**config.mk**
```make
export PLATFORM = sky130hd
export DESIGN_NAME = sfdl_mac
export DESIGN_NICKNAME = d
export VERILOG_FILES = /design/src/rtl/sfdl_pkg.sv /design/src/rtl/sfdl_mac.sv
export SDC_FILE = /design/constraint.sdc
export NUM_CORES = 1
export LEC_CHECK = 0
export BUFFER_PORTS_ARGS = -buffer_cell sky130_fd_sc_hd__buf_2
export CAP_MARGIN = 20
export CORE_UTILIZATION = 60
export CTS_CLUSTER_SIZE = 24
export DETAILED_ROUTE_END_ITERATION = 16
export GPL_TIMING_DRIVEN = 0
export PLACE_DENSITY = 0.78
export SYNTH_ARGS = -nofsm -noshare
export SYNTH_HDL_FRONTEND = slang
export SYNTH_SLANG_ARGS = --single-unit
```
**constraint.sdc**
```tcl
create_clock -name clk_i -period 8.01 [get_ports clk_i]
set_input_delay 0.4005 -clock clk_i [delete_from_list [all_inputs] [get_ports clk_i]]
set_output_delay 0.4005 -clock clk_i [all_outputs]
set_load 0.05 [all_outputs]
```
**src/rtl/sfdl_pkg.sv**
```systemverilog
package sfdl_pkg;

  // Delay line geometry.
  localparam int LINE_DEPTH = 65536;
  localparam int AW = (LINE_DEPTH > 1) ? $clog2(LINE_DEPTH) : 1;

  // Field widths.
  localparam int IN_W   = 16;
  localparam int SMP_W  = 24;
  localparam int GAIN_W = 18;
  localparam int PROD_W = GAIN_W + SMP_W - 15;
  localparam int ACC_W  = 30;
  localparam int CFG_IW = 3;

  // Register reset values.
  localparam logic [15:0]              DELAY_RST = 16'd22050;
  localparam logic signed [GAIN_W-1:0] PRE_RST   = 18'sd29491;
  localparam logic signed [GAIN_W-1:0] FB_RST    = 18'sd8192;
  localparam logic signed [GAIN_W-1:0] A0_RST    = 18'sd5808;
  localparam logic signed [GAIN_W-1:0] A1_RST    = 18'sd11616;
  localparam logic signed [GAIN_W-1:0] A2_RST    = 18'sd5808;
  localparam logic signed [GAIN_W-1:0] A3_RST    = -18'sd16670;
  localparam logic signed [GAIN_W-1:0] A4_RST    = 18'sd7133;

  // The delay register is reduced modulo the line depth by repeated
  // compare and subtract of shifted copies of the depth.
  localparam int RED_STEPS = (LINE_DEPTH > 65535) ? 1 : $clog2(65536 / LINE_DEPTH) + 1;
  localparam int RK_W      = (RED_STEPS > 1) ? $clog2(RED_STEPS) : 1;
  localparam int CMP_W     = 22;
  localparam logic [AW-1:0] DMOD_RST = AW'(22050 % LINE_DEPTH);

  typedef enum logic [CFG_IW-1:0] {
    REG_DELAY = 3'd0,
    REG_PRE   = 3'd1,
    REG_FB    = 3'd2,
    REG_A0    = 3'd3,
    REG_A1    = 3'd4,
    REG_A2    = 3'd5,
    REG_A3    = 3'd6,
    REG_A4    = 3'd7
  } cfg_idx_e;

  typedef enum logic [1:0] {
    ST_IDLE = 2'b01,
    ST_MAC  = 2'b10
  } state_e;

  typedef struct packed {
    logic acc_load;
    logic acc_add;
  } mac_ctrl_t;

  function automatic logic signed [SMP_W-1:0] sat24(input logic signed [ACC_W-1:0] v);
    logic signed [ACC_W-1:0] hi;
    logic signed [ACC_W-1:0] lo;
    hi = ACC_W'(signed'(24'sh7FFFFF));
    lo = ACC_W'(signed'(24'sh800000));
    if (v > hi) begin
      return 24'sh7FFFFF;
    end else if (v < lo) begin
      return 24'sh800000;
    end else begin
      return v[SMP_W-1:0];
    end
  endfunction

endpackage

```
**src/rtl/sfdl_mac.sv**
```systemverilog
module sfdl_mac
  import sfdl_pkg::*;
(
  input  logic                     clk_i,
  input  logic                     rst_ni,
  input  mac_ctrl_t                ctrl_i,
  input  logic signed [GAIN_W-1:0] gain_i,
  input  logic signed [SMP_W-1:0]  value_i,
  output logic signed [ACC_W-1:0]  acc_o
);

  logic signed [GAIN_W+SMP_W-1:0] prod;
  logic signed [PROD_W-1:0]       prod_q;
  logic signed [ACC_W-1:0]        prod_ext;
  logic signed [ACC_W-1:0]        acc_d, acc_q;

  // Dropping the low 15 bits of the full product floors it to Q7.19.
  assign prod     = gain_i * value_i;
  assign prod_ext = {{(ACC_W-PROD_W){prod_q[PROD_W-1]}}, prod_q};

  always_comb begin
    acc_d = acc_q;
    if (ctrl_i.acc_load) begin
      acc_d = prod_ext;
    end else if (ctrl_i.acc_add) begin
      acc_d = acc_q + prod_ext;
    end
  end

  always_ff @(posedge clk_i or negedge rst_ni) begin
    if (!rst_ni) begin
      prod_q <= '0;
      acc_q  <= '0;
    end else begin
      prod_q <= prod[GAIN_W+SMP_W-1:15];
      acc_q  <= acc_d;
    end
  end

  assign acc_o = acc_q;

endmodule

```
==> impl_metrics.env <==
export IMPL_gr_usage_met3=0.112
export IMPL_grt_ovfl_total=0
export IMPL_grt_util_all_layers=0.337
export IMPL_worst_endpoint_required_ns=8.20
export IMPL_worst_slew_pin_slew_ns=0.920
export IMPL_worstSetupPathType="primary input to flip-flop"
export IMPL_syn2layout_area_growth_pct=6.04
export IMPL_max_freq_mhz=134
export IMPL_clk_pin_slew_ns=0.06
export IMPL_grt_pass1_wl_mm=78.9
export IMPL_io_pins=76
export IMPL_die_w_um=176
export IMPL_worstPathCellList="clkbuf_1 -> clkbuf_1 -> nand2_1 -> fa_1 -> fa_1 -> fa_1 -> inv_1 -> fa_1 -> fa_1 -> fa_1 -> ha_1 -> a21oi_1 -> o21ai_1 -> a21oi_1 -> o21ai_0 -> o21a_2 -> a211o_1 -> and2_4 -> a31oi_2 -> a311oi_1 -> xnor2_1"
export IMPL_dieArea_sq_mm=0.0310
export IMPL_drc=0
export IMPL_synth_area_per_cell_sq_um=9.08
export IMPL_hold_viol=0
export IMPL_path_delay_family="adder cells"
export IMPL_grt_max_degree=30
export IMPL_cts_root_buf="clkbuf_16"
export IMPL_start_util=0.612
export IMPL_wl_per_cell_um=19.8
export IMPL_critPathLaunchType="primary input"
export IMPL_clockBufferDepth=2
export IMPL_syn_area_sq_mm=0.0182
export IMPL_final_layout_size_suffix_gt1_frac=0.0456
export IMPL_antenna_found_initial=1
export IMPL_synth_main_ff_cell="dfrtp_1"
export IMPL_tns_ns=0
export IMPL_diodes=0
export IMPL_end_kind="flip-flop"
export IMPL_hpwlAfterDp_mm=41.2
export IMPL_synthArstFlopShare=1.00
export IMPL_cts_sinks=57
export IMPL_drt_wl_total_mm=48.8
export IMPL_num_vias=14000
export IMPL_cts_tree="yes"
export IMPL_ys_warn_count=0
export IMPL_ant_nets=0
export IMPL_synth_distinct_cells=59
export IMPL_core_sq_mm=0.0297
export IMPL_slew_viol_final=0
export IMPL_synth_nets=2604
export IMPL_grt_met2_usage=0.528
export IMPL_drtIter0Drc=1084
export IMPL_syn_inst=2004
export IMPL_maxCapViolCount=0
export IMPL_fp_dieH_um=176
export IMPL_cts_max_level=3
export IMPL_nets=2678
export IMPL_cp_common_cell="fa_1"
export IMPL_finClkSkew_ns=0.00928
export IMPL_slew_headroom=0.387
export IMPL_numCtsBuffers=9
export IMPL_grt_pass1_vias=14900
export IMPL_place_inst=2457
export IMPL_clk_latency_ns=0.34
export IMPL_cp_max_fo=10
export IMPL_worst_path_buf_inv=3
export IMPL_final_setup_viol_count=0
export IMPL_crit_start="value_i[10]"
export IMPL_cpMaxStageDelayCell="clkbuf_1"
export IMPL_yosysSeqAreaShare=0.0784
export IMPL_grt_busiest_layer="met2"
export IMPL_finalCriticalPeriod_ns=7.44
export IMPL_gp_congestion=1.01
export IMPL_rsz0062_at_grt="no"
export IMPL_layoutNonFillerInstCount=2473
export IMPL_grtUsageMet1=0.445
export IMPL_cpPeakStageDelay_ns=0.61
export IMPL_first_pass_iters=6
export IMPL_ctsResizeCount=0
export IMPL_cts_hold_buffers_added=0
export IMPL_ff2ff_path_depth=13
export IMPL_hold_path_class="primary input to asynchronous set/reset pin"
export IMPL_status="finished clean"
export IMPL_portBuffers=62
export IMPL_row_count=63
export IMPL_r2r_start="acc_o[0]"
export IMPL_critical_path_cell_count=21
export IMPL_arrival_ns=7.63
export IMPL_cts_setup_buffers=0
export IMPL_synth_edf_count=0
export IMPL_ys_seq_elements=57
export IMPL_fin_crit_sh=0.929
export IMPL_via_per_inst=5.66
==> metal layers <==
| layer | up-vias | routed length (um) |
|---|---|---|
| li1 | 6037 | - |
| met1 | 7037 | 18700 |
| met2 | 784 | 22300 |
| met3 | 140 | 6210 |
| met4 | 2 | 1560 |
| met5 | - | 14 |
==> flip-flops by register name, indices dropped and copies added, names as in the netlist <==
signal and count:
acc_o 30, prod_q 27
==> kinds of logic (layout without fill, tap and decap cells) <==
family          count (synthesis)  count (layout)  synth area share
compound gates                177             177            0.0638
xor+xnor                       55              55            0.0265
fa+ha+maj                     554             554             0.556
buf+inv                       589             668             0.122
flops                          57              57            0.0784
mux                            17              17           0.00942
simple gates                  555             555             0.144
==> final cells by class <==
class	instances	area, sq um
multi-input cells	1358	14600
fillers	2427	10400
inverters	507	1900
flip-flops and latches	57	1430
well taps	390	488
repair buffers	63	330
plain buffers	82	309
clock buffers	9	225
clock inverters	7	56.3
==> stage by stage <==
step           cell area [sq um]  setup WS, ns  utilization  hold WS [ns]
2_1_floorplan              18200          1.83            -         0.105
3_3_place_gp               19000         0.463        0.639         0.469
3_5_place_dp               19000         0.400        0.640         0.465
4_1_cts                    19300         0.728        0.649         0.110
5_1_grt                    19300         0.370        0.649         0.145
6_report                   19300         0.570        0.649        0.0856
==> layout by cell type (no fill, tap or decap), types with 13 or more instances in the layout <==
| cell type | netlist | routed |
|---|---|---|
| o21a_1 | 13 | 13 |
| buf_2 | 1 | 63 |
| nor2_1 | 42 | 42 |
| a21o_1 | 18 | 18 |
| a21oi_1 | 47 | 47 |
| fa_1 | 425 | 425 |
| o21ai_1 | 15 | 15 |
| ha_1 | 129 | 129 |
| dfrtp_1 | 57 | 57 |
| and2_1 | 143 | 143 |
| xor2_1 | 23 | 23 |
| mux2i_1 | 16 | 16 |
| inv_1 | 506 | 506 |
| o21ai_0 | 28 | 28 |
| nand2b_1 | 16 | 16 |
| xnor2_1 | 32 | 32 |
| nand2_1 | 304 | 304 |
| nor2b_1 | 16 | 16 |
| clkbuf_1 | 80 | 80 |
==> path summary, 6_finish.rpt <==
path / end / slack (ns)
max in group asynchronous: prod_q[3] / 7.33
setup / recovery: prod_q[26] / 0.57
setup reg to reg: acc_o[28] / 4.87
hold / removal: acc_o[25] / 0.09
hold reg to reg: acc_o[21] / 0.50
min in group clk_i: acc_o[28] / 0.47
==> cell usage after synthesis, drive strengths merged, types with 2 or more instances <==
| cell type | instances | area [sq um] |
|---|---|---|
| a211o | 7 | 61.3 |
| a211oi | 5 | 50.1 |
| a21o | 18 | 135 |
| a21oi | 51 | 270 |
| a221oi | 2 | 17.5 |
| a22oi | 3 | 22.5 |
| a311oi | 3 | 26.3 |
| a31oi | 10 | 68.8 |
| a41oi | 2 | 25.0 |
| and2 | 144 | 903 |
| and3 | 6 | 37.5 |
| and4 | 2 | 17.5 |
| buf | 2 | 8.75 |
| clkbuf | 80 | 300 |
| dfrtp | 57 | 1430 |
| fa | 425 | 8510 |
| ha | 129 | 1610 |
| inv | 506 | 1900 |
| mux2i | 16 | 160 |
| nand2 | 304 | 1140 |
| nand2b | 16 | 100 |
| nand3 | 4 | 20.0 |
| nand4 | 4 | 25.0 |
| nor2 | 42 | 158 |
| nor2b | 16 | 100 |
| nor3 | 7 | 35.0 |
| nor3b | 2 | 20.0 |
| o211ai | 3 | 27.5 |
| o21a | 14 | 106 |
| o21ai | 43 | 215 |
| o21bai | 6 | 45.0 |
| o31ai | 4 | 30.0 |
| or2 | 2 | 15.0 |
| or3 | 2 | 12.5 |
| xnor2 | 32 | 280 |
| xor2 | 23 | 201 |
==> worst register-to-register path, delay by kind of cell (launching register included) <==
| kind | cells | cell delay, ns |
|---|---|---|
| AO/OA/AOI/OAI | 7 | 1.52 |
| flip-flops | 1 | 0.37 |
| adder cells (fa/ha/maj) | 2 | 0.58 |
| AND/OR/NAND/NOR | 3 | 0.55 |
| buffers and inverters | 1 | 0.05 |
Power is not shown: default switching activity piles up to over one toggle a cycle in this logic, so the estimate is an artifact.
